File: config.mk
export PLATFORM = sky130hd
export DESIGN_NAME = crc_checked_packet_deframer_top
export DESIGN_NICKNAME = d
export VERILOG_FILES = /design/src/design/dfr_pkg.sv /design/src/design/dfr_crc_unit.sv /design/src/design/crc_checked_packet_deframer_top.sv
export SDC_FILE = /design/constraint.sdc
export NUM_CORES = 1
export LEC_CHECK = 0
export ABC_CLOCK_PERIOD_IN_PS = 6750
export BUFFER_PORTS_ARGS = -buffer_cell sky130_fd_sc_hd__buf_2
export CORE_ASPECT_RATIO = 1.1
export CORE_UTILIZATION = 35
export DETAILED_ROUTE_END_ITERATION = 8
export PLACE_DENSITY = 0.63
export RECOVER_POWER = 50
export SYNTH_ARGS = -nofsm -noshare
export SYNTH_HDL_FRONTEND = slang
export SYNTH_SLANG_ARGS = --single-unit
File: constraint.sdc
create_clock -name clk -period 6.75 [get_ports clk]
set_input_delay 1.6875 -clock clk [delete_from_list [all_inputs] [get_ports clk]]
set_output_delay 1.6875 -clock clk [all_outputs]
set_load 0.005 [all_outputs]
File: src/design/dfr_pkg.sv
// Package for the flag/CRC-8 packet deframer.
// Holds header layout constants, register indexes, state codes and the CRC-8 byte update.
// No dependencies.
`timescale 1ns / 1ps
`default_nettype none
package dfr_pkg;

  localparam int HDR_BYTES = 15;
  localparam int CRC_BYTES = HDR_BYTES - 1;

  localparam logic [7:0] CRC_INIT = 8'h77;
  localparam logic [7:0] CRC_POLY = 8'h8c;

  localparam logic REG_START_FLAG = 1'b0;
  localparam logic REG_BODY_LIMIT = 1'b1;

  localparam logic KIND_HEADER = 1'b0;
  localparam logic KIND_BODY   = 1'b1;

  typedef enum logic [2:0] {
    S_IDLE = 3'b001,
    S_CRC  = 3'b010,
    S_DONE = 3'b100
  } dfr_state_t;

  typedef struct packed {
    logic clear;
    logic step;
  } crc_ctl_t;

  // reflected CRC-8, one byte: eight shift/xor steps
  function automatic logic [7:0] crc8_update(input logic [7:0] crc, input logic [7:0] b);
    logic [7:0] v;
    v = crc ^ b;
    for (int k = 0; k < 8; k++) begin
      v = v[0] ? ((v >> 1) ^ CRC_POLY) : (v >> 1);
    end
    return v;
  endfunction

endpackage
`default_nettype wire

File: src/design/dfr_crc_unit.sv
// Shared CRC-8 accumulator: one header byte folded in per step.
// Depends on dfr_pkg.
`timescale 1ns / 1ps
`default_nettype none
module dfr_crc_unit (
  input  wire logic            clk,
  input  wire logic            rst,
  input  wire dfr_pkg::crc_ctl_t ctl,
  input  wire logic [7:0]      data,
  output logic [7:0]           crc
);
  import dfr_pkg::*;

  always_ff @(posedge clk) begin
    if (rst) begin
      crc <= CRC_INIT;
    end else if (ctl.clear) begin
      crc <= CRC_INIT;
    end else if (ctl.step) begin
      crc <= crc8_update(crc, data);
    end
  end

endmodule
`default_nettype wire

File: src/design/crc_checked_packet_deframer_top.sv
// Flag/CRC-8 packet deframer top: header window, sequencer, output register.
// A byte that completes a flagged window starts a header check: it is accepted, then 14 CRC
// steps run through the shared unit, then S_DONE checks the CRC and loads the output register.
// Body bytes pass at one per cycle while the output register is free; input stalls during a check.
// Reset (synchronous, rst high): window empty, hunting, no result pending, registers to
// start_flag 0 and body_limit 65535.
`timescale 1ns / 1ps
`default_nettype none
module crc_checked_packet_deframer_top (
  input  wire logic        clk,
  input  wire logic        rst,
  input  wire logic        cfg_we,
  input  wire logic        cfg_index,
  input  wire logic [15:0] cfg_data,
  input  wire logic        in_valid,
  output logic             in_stall,
  input  wire logic [7:0]  in_byte,
  output logic             out_valid,
  input  wire logic        out_stall,
  output logic             kind,
  output logic [31:0]      command,
  output logic [31:0]      sequence_res,
  output logic             push_res,
  output logic [15:0]      body_len,
  output logic [7:0]       body_byte,
  output logic             last
);
  import dfr_pkg::*;

  localparam logic [3:0] FILL_FULL = 4'(HDR_BYTES);
  localparam logic [3:0] FILL_LAST = 4'(HDR_BYTES - 1);
  localparam logic [3:0] CNT_LAST  = 4'(CRC_BYTES - 1);

  logic [7:0]  start_flag;
  logic [15:0] body_limit;
  logic [7:0]  hdr_win [HDR_BYTES];
  logic [3:0]  win_fill;
  logic        in_body;
  logic [15:0] body_left;
  logic [3:0]  crc_cnt;
  dfr_state_t  state;

  logic        slot_free;
  logic        in_xfer;
  logic [7:0]  head_next;
  logic        will_check;
  crc_ctl_t    crc_ctl;
  logic [7:0]  crc;
  logic        crc_match;
  logic [31:0] blen;
  logic        blen_ok;
  logic        out_load;

  always_ff @(posedge clk) begin
    if (rst) begin
      start_flag <= 8'h00;
      body_limit <= 16'hffff;
    end else if (cfg_we) begin
      case (cfg_index)
        REG_START_FLAG: start_flag <= cfg_data[7:0];
        REG_BODY_LIMIT: body_limit <= cfg_data;
        default: ;
      endcase
    end
  end

  always_comb begin
    slot_free  = !out_valid || !out_stall;
    in_stall   = !((state == S_IDLE) && slot_free);
    in_xfer    = in_valid && !in_stall;
    head_next  = (win_fill == FILL_FULL) ? hdr_win[1] :
                 ((win_fill == 4'd0) ? in_byte : hdr_win[0]);
    will_check = !in_body && (win_fill >= FILL_LAST) && (head_next == start_flag);
    crc_ctl.clear = in_xfer && will_check;
    crc_ctl.step  = (state == S_CRC);
    crc_match  = (crc == hdr_win[HDR_BYTES-1]);
    blen       = {hdr_win[10], hdr_win[11], hdr_win[12], hdr_win[13]};
    blen_ok    = (blen[31:16] == 16'h0000) && (blen[15:0] <= body_limit);
    out_load   = ((state == S_IDLE) && in_xfer && in_body) ||
                 ((state == S_DONE) && crc_match && blen_ok);
  end

  dfr_crc_unit u_crc (
    .clk  (clk),
    .rst  (rst),
    .ctl  (crc_ctl),
    .data (hdr_win[crc_cnt]),
    .crc  (crc)
  );

  // window storage
  always_ff @(posedge clk) begin
    if (in_xfer && !in_body) begin
      if (win_fill < FILL_FULL) begin
        hdr_win[win_fill] <= in_byte;
      end else begin
        for (int i = 0; i < HDR_BYTES - 1; i++) begin
          hdr_win[i] <= hdr_win[i+1];
        end
        hdr_win[HDR_BYTES-1] <= in_byte;
      end
    end
  end

  // sequencer and output register
  always_ff @(posedge clk) begin
    if (rst) begin
      state     <= S_IDLE;
      win_fill  <= 4'd0;
      in_body   <= 1'b0;
      body_left <= 16'd0;
      crc_cnt   <= 4'd0;
      out_valid <= 1'b0;
    end else begin
      if (out_load) begin
        out_valid <= 1'b1;
      end else if (out_valid && !out_stall) begin
        out_valid <= 1'b0;
      end
      case (state)
        S_IDLE: begin
          if (in_xfer) begin
            if (in_body) begin
              kind         <= KIND_BODY;
              command      <= 32'd0;
              sequence_res <= 32'd0;
              push_res     <= 1'b0;
              body_len     <= 16'd0;
              body_byte    <= in_byte;
              last         <= (body_left <= 16'd1);
              if (body_left <= 16'd1) begin
                body_left <= 16'd0;
                in_body   <= 1'b0;
              end else begin
                body_left <= body_left - 16'd1;
              end
            end else begin
              if (win_fill < FILL_FULL) begin
                win_fill <= win_fill + 4'd1;
              end
              if (will_check) begin
                crc_cnt <= 4'd0;
                state   <= S_CRC;
              end
            end
          end
        end
        S_CRC: begin
          crc_cnt <= crc_cnt + 4'd1;
          if (crc_cnt == CNT_LAST) begin
            state <= S_DONE;
          end
        end
        S_DONE: begin
          state <= S_IDLE;
          if (crc_match) begin
            win_fill <= 4'd0;
            if (blen_ok) begin
              kind         <= KIND_HEADER;
              command      <= {hdr_win[1], hdr_win[2], hdr_win[3], hdr_win[4]};
              sequence_res <= {hdr_win[5], hdr_win[6], hdr_win[7], hdr_win[8]};
              push_res     <= (hdr_win[9] == 8'd1);
              body_len     <= blen[15:0];
              body_byte    <= 8'd0;
              last         <= (blen[15:0] == 16'd0);
              if (blen[15:0] != 16'd0) begin
                in_body   <= 1'b1;
                body_left <= blen[15:0];
              end
            end
          end
        end
        default: state <= S_IDLE;
      endcase
    end
  end

endmodule
`default_nettype wire

Word-level counts from Yosys, hierarchy flattened
Memory sizes are Yosys's and may differ from the RTL's. A register that Yosys moved wholly into a read port is not among the register bits.
Cells that the tools add are included.

cells by class
  reductions and logical operators = 35
  eq/ne operators = 17
  magnitude comparators = 4
  add/sub/neg operators = 3
  muxes and demuxes = 84
  bitwise logic cells = 11

operators with widths
  operator                 number
  $mux W32                 6
  $mux W16                 10
  $pmux W32 S2             2
  $mux W8                  15
  $pmux W16 S2             2
  $mux W4                  10
  $logic_not A16 Y1        2
  $mux W1                  27
  $not A2 Y3               8
  $eq A8 B8 Y1             2
  $le A16 B1 Y1 const B    1
  $le A16 B16 Y1           1
  $pmux W4 S2              2
  $pmux W8 S2              1
  $reduce_bool A16 Y1      1
  $sub A16 B1 Y16 const B  1
  $logic_and A1 B1 Y1      12
  $mux W3                  4
  $ne A2 B2 Y1 const B     6
  $reduce_and A6 Y1        2
  $reduce_and A5 Y1        2
  $add A4 B1 Y4 const B    2
  $eq A4 B4 Y1 const B     2
  $eq A8 B1 Y1 const B     1
  other kinds (18)         32

storage, ports and cells
  memories kept = 1
  register bits = 152
  RAM bits = 120
  bits of input ports = 30

memory list
  name     words  bits a word  read ports  clocked after Yosys merged registers in  write ports  RTL line                               RTL
  hdr_win  15     8            16          1                                        15           crc_checked_packet_deframer_top.sv:36  logic [7:0] hdr_win [HDR_BYTES];

Logic depth before layout (Yosys ltp)
  word-level depth = 17
  gate-level depth with buffers = 13
  mapped depth without buffers = 11

Hierarchy
From an unflattened synthesis, not the netlist that was laid out.

second synthesis, totals
  cells, all modules = 1,042
  area total of the unflattened synthesis = 13,421.6 sq um

modules (own cells, without submodules)
  module                           cells each  area an instance (sq um)  instances  seq. area each (sq um)
  crc_checked_packet_deframer_top  986         12,847.3                  1          7,717.4
  dfr_crc_unit                     56          574.3                     1          160.2

Least setup slack after synthesis
Ideal clock, no wire load.

  path type = input to register
  from = input port out_stall
  to = register body_byte[0], enable pin
  required time = 6,209 ps
  stages on the path = 6
  arrival = 6,337 ps
  path slack = -128 ps
  cell sequence = nand2_1 and3_1 and2_1 clkbuf_1 a21oi_1 nor2_1

between the ends
  cells in the longest elaborated chain, start to end = 6

RTL lines
  element                             RTL line                                RTL
  from (decl)                         crc_checked_packet_deframer_top.sv:19   input wire logic out_stall,
  $logic_not A1 Y1                    crc_checked_packet_deframer_top.sv:68   slot_free = !out_valid || !out_stall;
  $logic_or A1 B1 Y1                  crc_checked_packet_deframer_top.sv:68
  $logic_and A1 B1 Y1                 crc_checked_packet_deframer_top.sv:69   in_stall = !((state == S_IDLE) && slot_free);
  $logic_and A1 B1 Y1                 crc_checked_packet_deframer_top.sv:70   in_xfer = in_valid && !in_stall;
  $ne A2 B2 Y1 (no source line)       n/a
  $reduce_and A6 Y1 (no source line)  n/a
  to (signal assigned)                crc_checked_packet_deframer_top.sv:129  body_byte <= in_byte;
  to (decl)                           crc_checked_packet_deframer_top.sv:25   output logic [7:0] body_byte,

No other way between the ends.
A chain may end at the register's enable or synchronous reset.

==> results.md <==
- The run finished, with violations left.
- The final reports fail on max-capacitance violations, max-slew violations.
- The via count of the first global-routing pass is between 9000 and 10000.
- Of the total power, the share spent switching nets is 0.2193.
- The number of hold-repair buffers added at the cts stage is 0.
- In the synthesized netlist the async set-or-reset flop fraction comes to 0.
- The number of antenna violations at the first check in global routing was 0.
- In this run the tightest slew margin relative to its limit is -0.4066.
- The final wirelength is 36720 um.
- The insertion delay to the later sink of the worst-skew pair is around 0.56 ns.
- The repair_antennas step left the layout with diodes totalling 0.
- The worst-margin pin slew is between 2 and 2.5 ns.
- The worst setup slack after placement is approximately 2.2 ns.
- The portion of the clock cycle consumed by the worst path in the final layout is 0.7178.
- The number of sinks handled by clock tree synthesis is ~280.
- The area growth from synthesis to layout is 14.59%.
- The smallest clock period supported by the final layout is computed as between 4 and 5 ns.
- The floorplan step set the die width to roughly 190 um.
- The core region is about 0.037 mm2.
- The post-detailed-route DRC marker count is 0.
- Synthesis handed over a netlist of between 1000 and 1500 instances.
- The startpoint kind of the worst setup timing path is a flip-flop.
- For this run, the register share of the synthesized area comes to 0.5880.
- In the global route stage, overall resource usage came out at 0.1852.
- The arrival time reported for the critical path endpoint is 5.28 ns.
- For the worst flop-to-flop path, the logic depth is 7.
- Setup repair after global routing left no endpoint under its margin.
- The total CTS buffers is 31.
- The path class of the tightest hold or removal check is flip-flop to flip-flop.
- The die height is 207.2 um.
- Each instance of the synthesized netlist takes up on average 12.46 um2.
- The detail route stage leaves a number of antenna-violating nets equal to 0.
- The flip-flop and latch count after synthesis is ~280.
- Of the total power, combinational logic draws 0.053.
- Dividing the detail-routed wire length by the instance count gives about 22 um.
- The standard-cell row count is 74.
- The final count of hold timing violations is 0.
- The peak ir drop on the vdd network is around 0.19 mV.
- The length of the first detailed-routing pass in iterations is 5.
- The power share of the sequential group is 0.513.
- The startpoint identified for the worst register-to-register timing path is state[2]$_SDFFE_PP0P_.
- The total of buffers placed on input and output ports is about 120.
- In the final layout, the share of cells above drive strength 1 is 0.1481.
- The deepest level of the CTS H-tree is 1.
- TritonCTS built the clock tree.
- The internal power contribution is ~3 mW.
- Across the run, the number of max-cap violations was 1.
- The first-pass GRT wire length is 56100 um.
- Post-CTS repair changed the size of 0 cells.
- The endpoint of the lowest-slack register-to-register path is hdr_win[6][3]$_DFFE_PP_.
- In the synthesized netlist the dominant register cell turns out to be sky130_fd_sc_hd__edfxtp_1.
- For this block, the initial DRC count from the detailed router was approximately 950.
- The buffer count from post-CTS setup fixing is 0.
- After clock tree synthesis, the clock-pin slew on the worst setup and hold paths is ~0.060 ns.
- Dividing the detail-routed via count by the number of cells gives about 5.6.
- The total I/O pin count is ~120.
- The timing startpoint of the critical path is state[2]$_SDFFE_PP0P_.
- The utilization of the core after routing is 0.4104.
- Based on the critical path, the design can be clocked at up to between 200 and 250 MHz.
- The layout has between 3000 and 4000 filler cells.
- The aggregate global routing overflow is 0.
- The total number of nets in the final design is 1232.
- The die covers between 0.03 and 0.04 mm2.
- Detailed placement ended at an HPWL of roughly 26000 um.
- The data required time at the worst endpoint is 7.18 ns.
- The largest fanout on the critical path is between 100 and 150.
- The synthesis warning total is 0.
- Synthesis instantiated between 50 and 60 different standard cells from the library.
- The number of pins exceeding their max-slew limit in the final report came to 83.
- The maximum buffer depth of the clock tree is 3.
- The pin count of the biggest net entering global routing is between 100 and 150.
- The type of the worst setup path is flip-flop to flip-flop.
- The power density over cell area is 243.6 mW/mm2.
- The mapped cell area is between 0.01 and 0.015 mm2.
- The static power due to leakage is around 6.5 nW.
- The worst reg-to-reg setup slack is about 1.9 ns.
- The clock tree root buffer cell is sky130_fd_sc_hd__clkbuf_16.
- The share of total power dissipated in the clock network is 0.435.
- The nature of the critical path endpoint is a flip-flop.
- Across the routed clock network, the largest skew measured is approximately 0.014 ns.
- Summing over every cut layer, the via total after detailed routing is ~9400.
- The worst setup path endpoint is hdr_win[6][3]$_DFFE_PP_.
- The effective utilization at floorplan is 0.3581.
- Setup slack closes at between 1.5 and 2 ns.
- The total setup violations reported at the end of the flow is 0.
- The synthesized design contains approximately 220 enable-type register cells.
- In this run the power spent charging and discharging nets is a little over 0.8 mW.
- The sum of negative setup slack is 0 ns.
- The final RePlAce weighted congestion is about 0.85.
-- layout make-up --
| class | instances | area [um2] | area share |
|---|---|---|---|
| flip-flops and latches | 284 | 7879 | 0.5132 |
| multi-input cells | 695 | 5121 | 0.3336 |
| clock buffers | 40 | 829.5 | 0.05404 |
| repair buffers | 138 | 660.6 | 0.04304 |
| well taps | 494 | 618.1 | 0.04026 |
| clock inverters | 17 | 137.6 | 0.008966 |
| inverters | 28 | 105.1 | 0.006847 |
-- synthesized netlist by cell type, types with 8 or more instances --
cell                       count  area share
sky130_fd_sc_hd__dfxtp_1      65       0.097
sky130_fd_sc_hd__nand3_1      51       0.019
sky130_fd_sc_hd__nand2_1      51       0.014
sky130_fd_sc_hd__nor3_1       12      0.0045
sky130_fd_sc_hd__mux4_2       30       0.050
sky130_fd_sc_hd__nor2_1       65       0.018
sky130_fd_sc_hd__nor4_1       11      0.0051
sky130_fd_sc_hd__buf_2        14      0.0052
sky130_fd_sc_hd__xor2_1       15      0.0098
sky130_fd_sc_hd__xnor2_1      17       0.011
sky130_fd_sc_hd__and2_1       12      0.0056
sky130_fd_sc_hd__a21oi_1      35       0.013
sky130_fd_sc_hd__nor2b_1      15      0.0070
sky130_fd_sc_hd__inv_1        28      0.0078
sky130_fd_sc_hd__a21o_1      114       0.064
sky130_fd_sc_hd__edfxtp_1    219        0.49
sky130_fd_sc_hd__and3_1       86       0.040
sky130_fd_sc_hd__mux2i_1      19       0.014
sky130_fd_sc_hd__buf_1         8      0.0022
sky130_fd_sc_hd__nand4_1      15      0.0070
sky130_fd_sc_hd__a211oi_1      8      0.0045
sky130_fd_sc_hd__ha_1         24       0.022
sky130_fd_sc_hd__o21ai_0      18      0.0067
sky130_fd_sc_hd__clkbuf_1     48       0.013
-- power by group through the flow --
stage / combinational [mW] / clock (mW) / sequential, mW
global route: 0.219 / 1.72 / 1.92
floorplan: 0.144 / 0 / 1.94
detailed placement: 0.197 / 0 / 1.95
global placement: 0.192 / 0 / 1.95
finish: 0.198 / 1.62 / 1.92
CTS: 0.199 / 1.66 / 1.92
-- worst min path at each step --
stage,slack (ns),endpoint,depth (start not counted),from
floorplan,0.44,body_limit[10]$_SDFFE_PP1P_,2,body_limit[10]$_SDFFE_PP1P_
CTS,0.47,body_limit[13]$_SDFFE_PP1P_,2,body_limit[13]$_SDFFE_PP1P_
global placement,0.45,body_limit[7]$_SDFFE_PP1P_,2,body_limit[7]$_SDFFE_PP1P_
finish,0.46,body_limit[13]$_SDFFE_PP1P_,2,body_limit[13]$_SDFFE_PP1P_
global route,0.49,body_limit[12]$_SDFFE_PP1P_,2,body_limit[12]$_SDFFE_PP1P_
detailed placement,0.46,body_limit[13]$_SDFFE_PP1P_,2,body_limit[13]$_SDFFE_PP1P_
-- cells in the final DEF (no fill, tap or decap), types with 17 or more instances in the layout --
| master | count |
|---|---|
| sky130_fd_sc_hd__inv_1 | 28 |
| sky130_fd_sc_hd__clkbuf_16 | 31 |
| sky130_fd_sc_hd__buf_2 | 75 |
| sky130_fd_sc_hd__and3_1 | 86 |
| sky130_fd_sc_hd__nand3_1 | 51 |
| sky130_fd_sc_hd__mux2i_1 | 19 |
| sky130_fd_sc_hd__ha_1 | 24 |
| sky130_fd_sc_hd__xnor2_1 | 17 |
| sky130_fd_sc_hd__a21o_1 | 114 |
| sky130_fd_sc_hd__edfxtp_1 | 219 |
| sky130_fd_sc_hd__nand2_1 | 51 |
| sky130_fd_sc_hd__a21oi_1 | 35 |
| sky130_fd_sc_hd__clkbuf_1 | 56 |
| sky130_fd_sc_hd__dfxtp_1 | 64 |
| sky130_fd_sc_hd__mux4_2 | 30 |
| sky130_fd_sc_hd__o21ai_0 | 23 |
| sky130_fd_sc_hd__nor2_1 | 63 |
-- worst max-delay path: stages, from the launching register on --
cell and delay, ns:
sky130_fd_sc_hd__dfxtp_1 1.02, sky130_fd_sc_hd__nor3b_1 0.69, sky130_fd_sc_hd__clkbuf_1 0.28, sky130_fd_sc_hd__and3_1 0.30
sky130_fd_sc_hd__nand2b_1 0.33, sky130_fd_sc_hd__nor2_1 0.79, sky130_fd_sc_hd__buf_4 0.99, sky130_fd_sc_hd__a21o_1 0.24
-- routing by layer --
| metal | track usage | up-vias | share of wire |
|---|---|---|---|
| li1 | - | 4271 | - |
| met5 | 0 | - | 0 |
| met4 | 0.05061 | 0 | 0.027 |
| met3 | 0.02609 | 60 | 0.077 |
| met1 | 0.2620 | 4644 | 0.43 |
| met2 | 0.2960 | 466 | 0.46 |
-- sequential cells by signal (all words and copies together), names as in the netlist, named ones only --
register      count
body_len         16
body_byte         8
in_body           1
crc_cnt           4
hdr_win         128
win_fill          4
start_flag        8
sequence_res     32
body_left        16
u_crc.crc         8
last              1
state             3
out_valid         1
command          32
body_limit       16
kind              1
push_res          1
-- logic make-up (layout without fill, tap and decap cells) --
family                   count (synthesis)  after routing  synth area share
other                                    1              8         0.0002799
adder cells (fa/ha/maj)                 24             24           0.02242
AND/OR/NAND/NOR                        339            339            0.1327
flip-flops                             284            284            0.5880
XOR/XNOR                                39             39           0.02998
multiplexers                            54             54           0.07444
buffers and inverters                  103            223           0.03306
AO/OA/AOI/OAI                          231            231            0.1191
-- stage by stage --
| stage | power (mW) | instance area [um2] | hold WS (ns) | cells |
|---|---|---|---|---|
| after global routing | 3.855 | 15350 | 0.4905 | 1696 |
| after CTS | 3.769 | 15440 | 0.4701 | 1696 |
| after global placement | 2.145 | 14470 | 0.4526 | 1639 |
| after detailed placement | 2.150 | 14470 | 0.4575 | 1639 |
| final | 3.739 | 15350 | 0.4650 | 1696 |
| after floorplan | 2.086 | 13430 | 0.4405 | 1082 |
(Power assumes the default switching activity.)
